===== src/rtl/cgn_pkg.sv =====
// shared types and constants of the canny gradient and suppression block
package cgn_pkg;

  localparam int FW_W    = 11;  // frame_width register width
  localparam int FH_W    = 13;  // frame_height register width
  localparam int CFG_IDX_W  = 2;
  localparam int CFG_DATA_W = 13;
  localparam int PIX_W   = 8;
  localparam int MAG2_W  = 17;  // squared magnitude, at most 2*255*255
  localparam int EDGE_W  = 9;
  localparam int DIR_W   = 2;
  localparam int GRAD_W  = MAG2_W + DIR_W;

  localparam logic [FW_W-1:0] FW_RESET = FW_W'(512);
  localparam logic [FH_W-1:0] FH_RESET = FH_W'(512);
  localparam int MIN_SIZE = 3;

  localparam logic [CFG_IDX_W-1:0] CFG_FRAME_WIDTH  = 2'd0;
  localparam logic [CFG_IDX_W-1:0] CFG_FRAME_HEIGHT = 2'd1;

  localparam logic [DIR_W-1:0] DIR_0   = 2'd0;
  localparam logic [DIR_W-1:0] DIR_45  = 2'd1;
  localparam logic [DIR_W-1:0] DIR_90  = 2'd2;
  localparam logic [DIR_W-1:0] DIR_135 = 2'd3;

  // commands from the controller to the datapath
  typedef struct packed {
    logic accept;     // take the pixel, write it to the pixel line
    logic rd_pix;     // read the two upper-row pixels
    logic calc_grad;  // form the forward differences
    logic wr_grad;    // store magnitude and direction, read center entry
    logic rd_nbr;     // read both neighbours, start the root
    logic load_out;   // move the result to the output register
  } cmd_t;

  // status from the datapath to the controller
  typedef struct packed {
    logic first;      // no pixel of the frame taken yet
    logic in_frame;   // frame still needs pixels
    logic has_out;    // current item yields a result
    logic root_done;
    logic out_free;
  } sts_t;

endpackage


===== src/rtl/cgn_ctrl.sv =====
// sequencing state machine for one beat at a time
module cgn_ctrl (
  input  logic          clk,
  input  logic          rst_n,
  input  logic          in_valid,
  input  logic          in_kind,
  output logic          in_ready,
  input  cgn_pkg::sts_t sts,
  output cgn_pkg::cmd_t cmd
);

  typedef enum logic [6:0] {
    ST_IDLE = 7'b0000001,
    ST_PRD  = 7'b0000010,
    ST_GRAD = 7'b0000100,
    ST_STORE = 7'b0001000,
    ST_NBR  = 7'b0010000,
    ST_ROOT = 7'b0100000,
    ST_DONE = 7'b1000000
  } state_t;

  state_t state_r, state_nxt;
  logic   take;

  assign in_ready = (state_r == ST_IDLE);
  // a flush while pixels are still due is dropped without effect
  assign take = in_valid && in_ready && !(in_kind && (sts.first || sts.in_frame));

  always_comb begin
    state_nxt = state_r;
    cmd       = '0;
    unique case (state_r)
      ST_IDLE: begin
        if (take) begin
          cmd.accept = 1'b1;
          state_nxt  = ST_PRD;
        end
      end
      ST_PRD: begin
        cmd.rd_pix = 1'b1;
        state_nxt  = ST_GRAD;
      end
      ST_GRAD: begin
        cmd.calc_grad = 1'b1;
        state_nxt     = ST_STORE;
      end
      ST_STORE: begin
        cmd.wr_grad = 1'b1;
        state_nxt   = sts.has_out ? ST_NBR : ST_IDLE;
      end
      ST_NBR: begin
        cmd.rd_nbr = 1'b1;
        state_nxt  = ST_ROOT;
      end
      ST_ROOT: begin
        if (sts.root_done) state_nxt = ST_DONE;
      end
      ST_DONE: begin
        if (sts.out_free) begin
          cmd.load_out = 1'b1;
          state_nxt    = ST_IDLE;
        end
      end
      default: state_nxt = ST_IDLE;
    endcase
  end

  always_ff @(posedge clk) begin
    if (!rst_n) state_r <= ST_IDLE;
    else state_r <= state_nxt;
  end

endmodule


===== config.mk =====
export PLATFORM = sky130hd
export DESIGN_NAME = cgn_ctrl
export DESIGN_NICKNAME = d
export VERILOG_FILES = /design/src/rtl/cgn_pkg.sv /design/src/rtl/cgn_ctrl.sv
export SDC_FILE = /design/constraint.sdc
export NUM_CORES = 1
export LEC_CHECK = 0
export ABC_AREA = 1
export BUFFER_PORTS_ARGS = -buffer_cell sky130_fd_sc_hd__buf_4
export CORE_AREA = 2 2 39 41
export DETAILED_ROUTE_END_ITERATION = 10
export DIE_AREA = 0 0 41 43
export GPL_TIMING_DRIVEN = 0
export PLACE_DENSITY = 0.78
export SLEW_MARGIN = 20
export SYNTH_ARGS = -nofsm -noshare
export SYNTH_HDL_FRONTEND = slang
export SYNTH_SLANG_ARGS = --single-unit

===== constraint.sdc =====
create_clock -name clk -period 1.1 [get_ports clk]
set_input_delay 0.11 -clock clk [delete_from_list [all_inputs] [get_ports clk]]
set_output_delay 0.11 -clock clk [all_outputs]
set_load 0.01 [all_outputs]

Word-level counts from Yosys, hierarchy flattened
Cells that the tools add are included.
{"block": "classes", "reduce_logical": 6, "muxes": 13, "n_eq_ne": 10}
{"op": "$pmux 7 s7", "count": 1}
{"op": "$mux 7", "count": 3}
{"op": "$mux 1", "count": 8}
{"op": "$eq 7x1->1 const B", "count": 1}
{"op": "$eq 7x2->1 const B", "count": 1}
{"op": "$eq 7x3->1 const B", "count": 1}
{"op": "$eq 7x4->1 const B", "count": 1}
{"op": "$eq 7x5->1 const B", "count": 1}
{"op": "$eq 7x6->1 const B", "count": 1}
{"op": "$eq 7x7->1 const B", "count": 1}
{"op": "$mux 5", "count": 1}
{"op": "$ne 2x2->1 const B", "count": 2}
{"op": "$logic_and 1x1->1", "count": 3}
{"op": "$reduce_and 3->1", "count": 1}
{"op": "$ne 2x1->1 const B", "count": 1}
{"op": "$logic_not 1->1", "count": 1}
{"op": "$logic_or 1x1->1", "count": 1}
{"block": "word_totals", "ff_bits": 7, "out_inout_bits": 7, "input_bits": 9}

Longest topological paths before layout
Gate-level depths: netlist of the first run.
{"block": "logic_depth", "word_depth": 6, "depth_mapped": 9, "depth_no_buf": 9}

Worst setup path after synthesis of the first run
Ideal clock, no wire load.
{"block": "synth_timing", "path_type": "flip-flop to flip-flop", "startpoint": "register state_r[4]", "endpoint": "register state_r[0]", "arrival_time_ns": 1.020, "n_path_buf": 0, "setup_slack_ns": -0.035, "synth_period_minus_slack_ns": 1.135, "stages_incl_launch_ff": 9, "setup_time_ns": 0.115, "path_cell_list": "dfxtp_1 -> nor2_4 -> nand2_4 -> nor2_2 -> nor2_1 -> nand3_1 -> nand2_1 -> nand2_1 -> nand2_1"}
{"block": "synth_via", "elab_chain_len": 5, "word_cells_on_any_way": 14}
{"item": "start: declaration", "line": "cgn_ctrl.sv:22", "text": "state_t state_r, state_nxt;"}
{"item": "start signal: assignment", "line": "cgn_ctrl.sv:70", "text": "else state_r <= state_nxt;"}
{"item": "$eq 7x1->1", "line": "cgn_ctrl.sv:25, cgn_ctrl.sv:32"}
{"item": "$logic_and 1x1->1 (2 in a row)", "line": "cgn_ctrl.sv:27", "text": "assign take = in_valid && in_ready && !(in_kind && (sts.first || sts.in_frame));"}
{"item": "$ne 2x1->1 (no line)"}
{"item": "$reduce_and 3->1 (no line)"}
Several ways; a longest one is shown, not always the timed one.
A chain may end at the register's enable or synchronous reset.

==> impl_metrics.toml, run 1 <==
[run_status]
outcome = "complete, but fails checks"
violations = "negative setup slack"

[power_and_ir_drop]
switchingPower_uw = 784
swShare = 0.431
p_int_mw = 1.04
cellLeakagePower_nw = 0.384
combPwrFrac = 0.672
pwr-share-seq = 0.193
ir_drop_v = 0.00121
clockPowerShare = 0.135
power.density_nw_per_um2 = 2180
fin_total_pwr_mw = 1.82

[grt]
grt-ovfl-total = 0
grt_max_degree = 7
grt_pass1_vias = 495
antenna_found_initial = 0
grt_pass1_wl_mm = 1.90
grt_use_total = 0.162

[die]
dieHeight_um = 43
initial_core_util = 0.375
die_x_um = 41
io_pins = 16
rows = 14
core-area_um2 = 1380
fp.dieArea_um2 = 1760

[clocking]
cts_inserted_buffers = 3
clk_latency_ns = 0.25
hold_buffers = 0
clock-root-buffer = "clkbuf_4"
tritoncts = "built"
clk_pin_slew_ns = 0.06
cts_sinks = 7
htreeDepth = 1
clockBufferDepth = 2

[layout]
n_antenna_cell = 0
areaGrowthSynthToFinish_pct = 60.5
largest_register = "state_r"
nNetsFinal = 111
drive_gt1_frac = 0.644
reg_top3 = "state_r x7"
largest_register_ffs = 7
instances_no_fill = 117

[sta]
fin_skew_ns = 0.00289
fin_crit_sh = 1.22
max_clock_freq_mhz = 748
rsz0062_at_grt = "true"
relSlewSlack = 0.839
worstMarginPinSlew_ns = 0.241
period_needed_ns = 1.34
slew_viol_final = 0
hold_viol = 0
tns_ns = -2.20
fin_ws_ns = -0.237
setup_viol = 12

[synthesis]
synthAdderAreaFrac = 0
ys_seq_area_frac = 0.270
synth_compound_gate_area_share = 0.0386
synth_cells = 71
synth.mux.area_fraction = 0
synth_nets = 80
synth.distinct_cells = 21
synth_area_um2 = 519
netlist.area_leader.share = 0.270
synth.area.top_cells = "dfxtp_1 27%, inv_1 8.7%, nor2_2 8.4%, nand2_1 8.0%, nand2_4 6.5%"
syn_area_per_cell_um2 = 7.31
yosys_warnings = 0
synth_flop_cell = "dfxtp_1"
synth_common_cells = "12 x inv_1, 11 x nand2_1, 8 x nor2_1"
synth-simple-area-share = 0.583
synth-xor-area-share = 0
synthMostInstantiatedCell = "inv_1"
synthArstFlopShare = 0
yosysTopAreaCell = "dfxtp_1"
ys_ff_latch = 7
synth_edf_count = 0
synth_top_family_by_area = "simple AND/OR/NAND/NOR gates"

[routing]
drcViolationCount = 0
wl_mm = 1.15
viasPerCell = 4.54
ant_nets = 0
first_pass_iters = 4
drt_iter0_markers = 7
via_count = 531
wl_per_cell_um = 9.82

[setup_path]
required_ns = 0.99
worst-path-buf-inv = 3
crit_type = "reg2out"
cp_top_family = "flip-flops"
cp_slowest_stage_delay_ns = 0.35
cp-start-kind = "flip-flop"
crit_chain = "nor2_4 > buf_6 > nand2_4 > inv_2 > nand2_1 > nor2_1 > buf_4"
cp.arrival_ns = 1.23
critPathSlowestCell = "dfxtp_4"
cp-end-kind = "output port"
cp_max_fo = 3

[placed_design]
gp_congestion = 0.699
dpl.hpwl_um = 782
io_buffers = 15
dp.cells = 102

[min_path]
hp-class = "in2reg"

[job]
max_cap_violations = 0
## repair_timing
item,4_1_cts,5_1_grt
resized for setup,12,8
pin swaps,8,5
setup endpoints to repair,11,12
endpoints found under the hold margin,0,0
buffers inserted,9,2
## routing by layer
metal  vias up  wire length [um]  global-route usage
met2        17               612               0.259
met1       234               469               0.184
li1        278                 -                   -
met3         2                51              0.0314
met5         -                 0                   0
met4         0                14               0.100
## worst min-delay path: stages
cell and delay, ns:
buf_4 0.11, inv_1 0.06, nor4_1 0.05
## through the flow
stage          area, um2   util  setup slack [ns]  hold slack [ns]
4_1_cts              795  0.574            -0.238           0.0955
3_5_place_dp         672  0.486           -0.0900            0.378
2_1_floorplan        539      -          -0.00836            0.252
6_report             833  0.602            -0.237            0.102
3_3_place_gp         672  0.486           -0.0822            0.381
5_1_grt              833  0.602            -0.331           0.0980
## power by group through the flow
stage	Clock [mW]	Combinational [mW]	Sequential (mW)
after floorplan	0	0.703	0.351
after global placement	0	0.871	0.354
after detailed placement	0	0.875	0.359
after CTS	0.252	1.10	0.355
after global routing	0.268	1.34	0.359
final	0.245	1.22	0.351
## layout by cell type (no fill, tap or decap), types with 3 or more instances in the layout
master	count
inv_2	5
dfxtp_2	3
buf_6	7
nand2_4	3
inv_1	9
clkbuf_4	3
nor2_2	4
nand2_2	5
buf_4	19
nor2_4	7
nand2_1	9
nor2_1	7
## final timing paths
path | from | to | slack (ns) | cells after the start
max | state_r[3]$_SDFFE_PN0P_ | cmd[0] | -0.24 | 7
min | sts[2] | state_r[4]$_SDFFE_PN0P_ | 0.10 | 3
max reg2reg | state_r[4]$_SDFFE_PN0P_ | state_r[0]$_SDFFE_PN1P_ | -0.19 | 10
min reg2reg | state_r[0]$_SDFFE_PN1P_ | state_r[2]$_SDFFE_PN0P_ | 0.60 | 3
## kinds of logic (layout without fill, tap and decap cells)
family                 count (synthesis)  in the layout
buffers and inverters                 15             45
AND/OR/NAND/NOR                       45             45
flip-flops                             7              7
AO/OA/AOI/OAI                          4              4
## layout make-up
type | instances | area, um2
Sequential cell | 7 | 151
Tap cell | 16 | 20.0
Fill cell | 120 | 551
Multi-Input combinational cell | 49 | 357
Timing Repair Buffer | 26 | 221
Inverter | 15 | 57.6
Clock buffer | 4 | 26.3
No activity file was read; power rests on OpenSTA's default activity.
==> run 2, diff against run 1 <==
==> constraint.sdc (replaced) <==
create_clock -name clk -period 1.1 [get_ports clk]
set_input_delay 0.22 -clock clk [delete_from_list [all_inputs] [get_ports clk]]
set_output_delay 0.22 -clock clk [all_outputs]
set_load 0.01 [all_outputs]
==> impl_metrics.toml, run 2 (synthesized netlist as in run 1, its figures left out) <==
[sta]
fin_ws_ns = -0.333
setup_viol = 12
relSlewSlack = 0.822
fin_crit_sh = 1.30
worstMarginPinSlew_ns = 0.267
slew_viol_final = 0
period_needed_ns = 1.43
fin_skew_ns = 0.00475
hold_viol = 0
whs_ns = 0.224
max_clock_freq_mhz = 698
rsz0062_at_grt = "true"

[die]
initial_core_util = 0.375
rows = 14
core-area_um2 = 1380
fp.dieArea_um2 = 1760
die_x_um = 41
io_pins = 16
dieHeight_um = 43

[routing]
wl_mm = 1.38
drcViolationCount = 0
via_count = 556
ant_nets = 0
viasPerCell = 4.63
drt_iter0_markers = 8
first_pass_iters = 4
wl_per_cell_um = 11.5

[setup_path]
cp-start-kind = "flip-flop"
cp.arrival_ns = 1.21
crit_type = "reg2out"
cp_max_fo = 3
r2r_cells = 10
required_ns = 0.88
cp-end-kind = "output port"

[layout]
areaGrowthSynthToFinish_pct = 72.0
n_antenna_cell = 0
nNetsFinal = 114
drive_gt1_frac = 0.740
multi_input_area_um2 = 390
final_common_cell = "buf_4"
reg_top3 = "state_r x7"
nFillCells = 112
largest_register = "state_r"
largest_register_ffs = 7
final_cell_mix = "22 x buf_4, 9 x nor2_4, 8 x inv_1, 7 x nand2_1, 7 x buf_6"
ff_latch_area_um2 = 154

[placed_design]
pre_cts_ws_ns = -0.159
io_buffers = 15
dpl.hpwl_um = 866
gp_congestion = 0.780

[power_and_ir_drop]
cellLeakagePower_nw = 0.407
power.density_nw_per_um2 = 2140
ir_drop_v = 0.00154

[min_path]
hp-class = "in2reg"
min_path_cells = 3

[clocking]
htreeDepth = 1
tritoncts = "built"
cts_sinks = 7
clk_latency_ns = 0.26
cts_inserted_buffers = 3
clockBufferDepth = 2
hold_buffers = 0
clk_pin_slew_ns = 0.05
clock-root-buffer = "clkbuf_4"

[grt]
antenna_found_initial = 0
grt_use_total = 0.171
grt_pass1_vias = 532
grt_pass1_wl_mm = 2.08
grt-ovfl-total = 0
grt_max_degree = 7

[run_status]
violations = "negative setup slack"
outcome = "complete, but fails checks"

[job]
max_cap_violations = 0
## run 2: area by class of cell
class / count / share of cell area
clock buffers: 4 / 0.0294
multi-input cells: 49 / 0.437
repair buffers: 29 / 0.273
inverters: 15 / 0.0658
well taps: 16 / 0.0224
flip-flops and latches: 7 / 0.172
## run 2: worst max-delay path, stage by stage (launching register included)
cell and delay, ns:
dfxtp_2 0.33, nor2_4 0.19, nand2_4 0.09, nor2_8 0.11, buf_4 0.12, buf_4 0.11
## run 2: metal layers
| metal | wire length [um] | share of wire | track usage |
|---|---|---|---|
| met2 | 785 | 0.57 | 0.275 |
| met3 | 70 | 0.051 | 0.0157 |
| met5 | 0 | 0 | 0 |
| met4 | 30 | 0.022 | 0.100 |
| met1 | 489 | 0.36 | 0.206 |
## run 2: metrics by stage
step / cells / setup TNS (ns) / power, mW / instance area [um2] / util
2_1_floorplan: 71 / -0.0629 / 1.06 / 538 / -
3_3_place_gp: 102 / -0.419 / 1.23 / 671 / 0.485
3_5_place_dp: 102 / -0.562 / 1.25 / 671 / 0.485
4_1_cts: 115 / -2.56 / 1.75 / 811 / 0.586
5_1_grt: 120 / -3.47 / 2.04 / 893 / 0.646
6_report: 120 / -2.83 / 1.91 / 893 / 0.646
## run 2: report_power, final
| group | switching, mW | internal, mW |
|---|---|---|
| sequential | 0.0734 | 0.321 |
| clock | 0.108 | 0.139 |
| combinational | 0.665 | 0.604 |
## run 2: repair_timing
action                                  4_1_cts  5_1_grt
endpoints found under the setup margin       11       13
setup buffers                                 9        5
resized for setup                            17       15
pin swaps                                     9        8
## run 2: worst paths after layout
path / end / startpoint / slack [ns]
max: in_ready / state_r[2]$_SDFFE_PN0P_ / -0.33
min reg2reg: state_r[2]$_SDFFE_PN0P_ / state_r[2]$_SDFFE_PN0P_ / 0.57
min: state_r[4]$_SDFFE_PN0P_ / sts[2] / 0.22
max reg2reg: state_r[0]$_SDFFE_PN1P_ / state_r[6]$_SDFFE_PN0P_ / -0.20
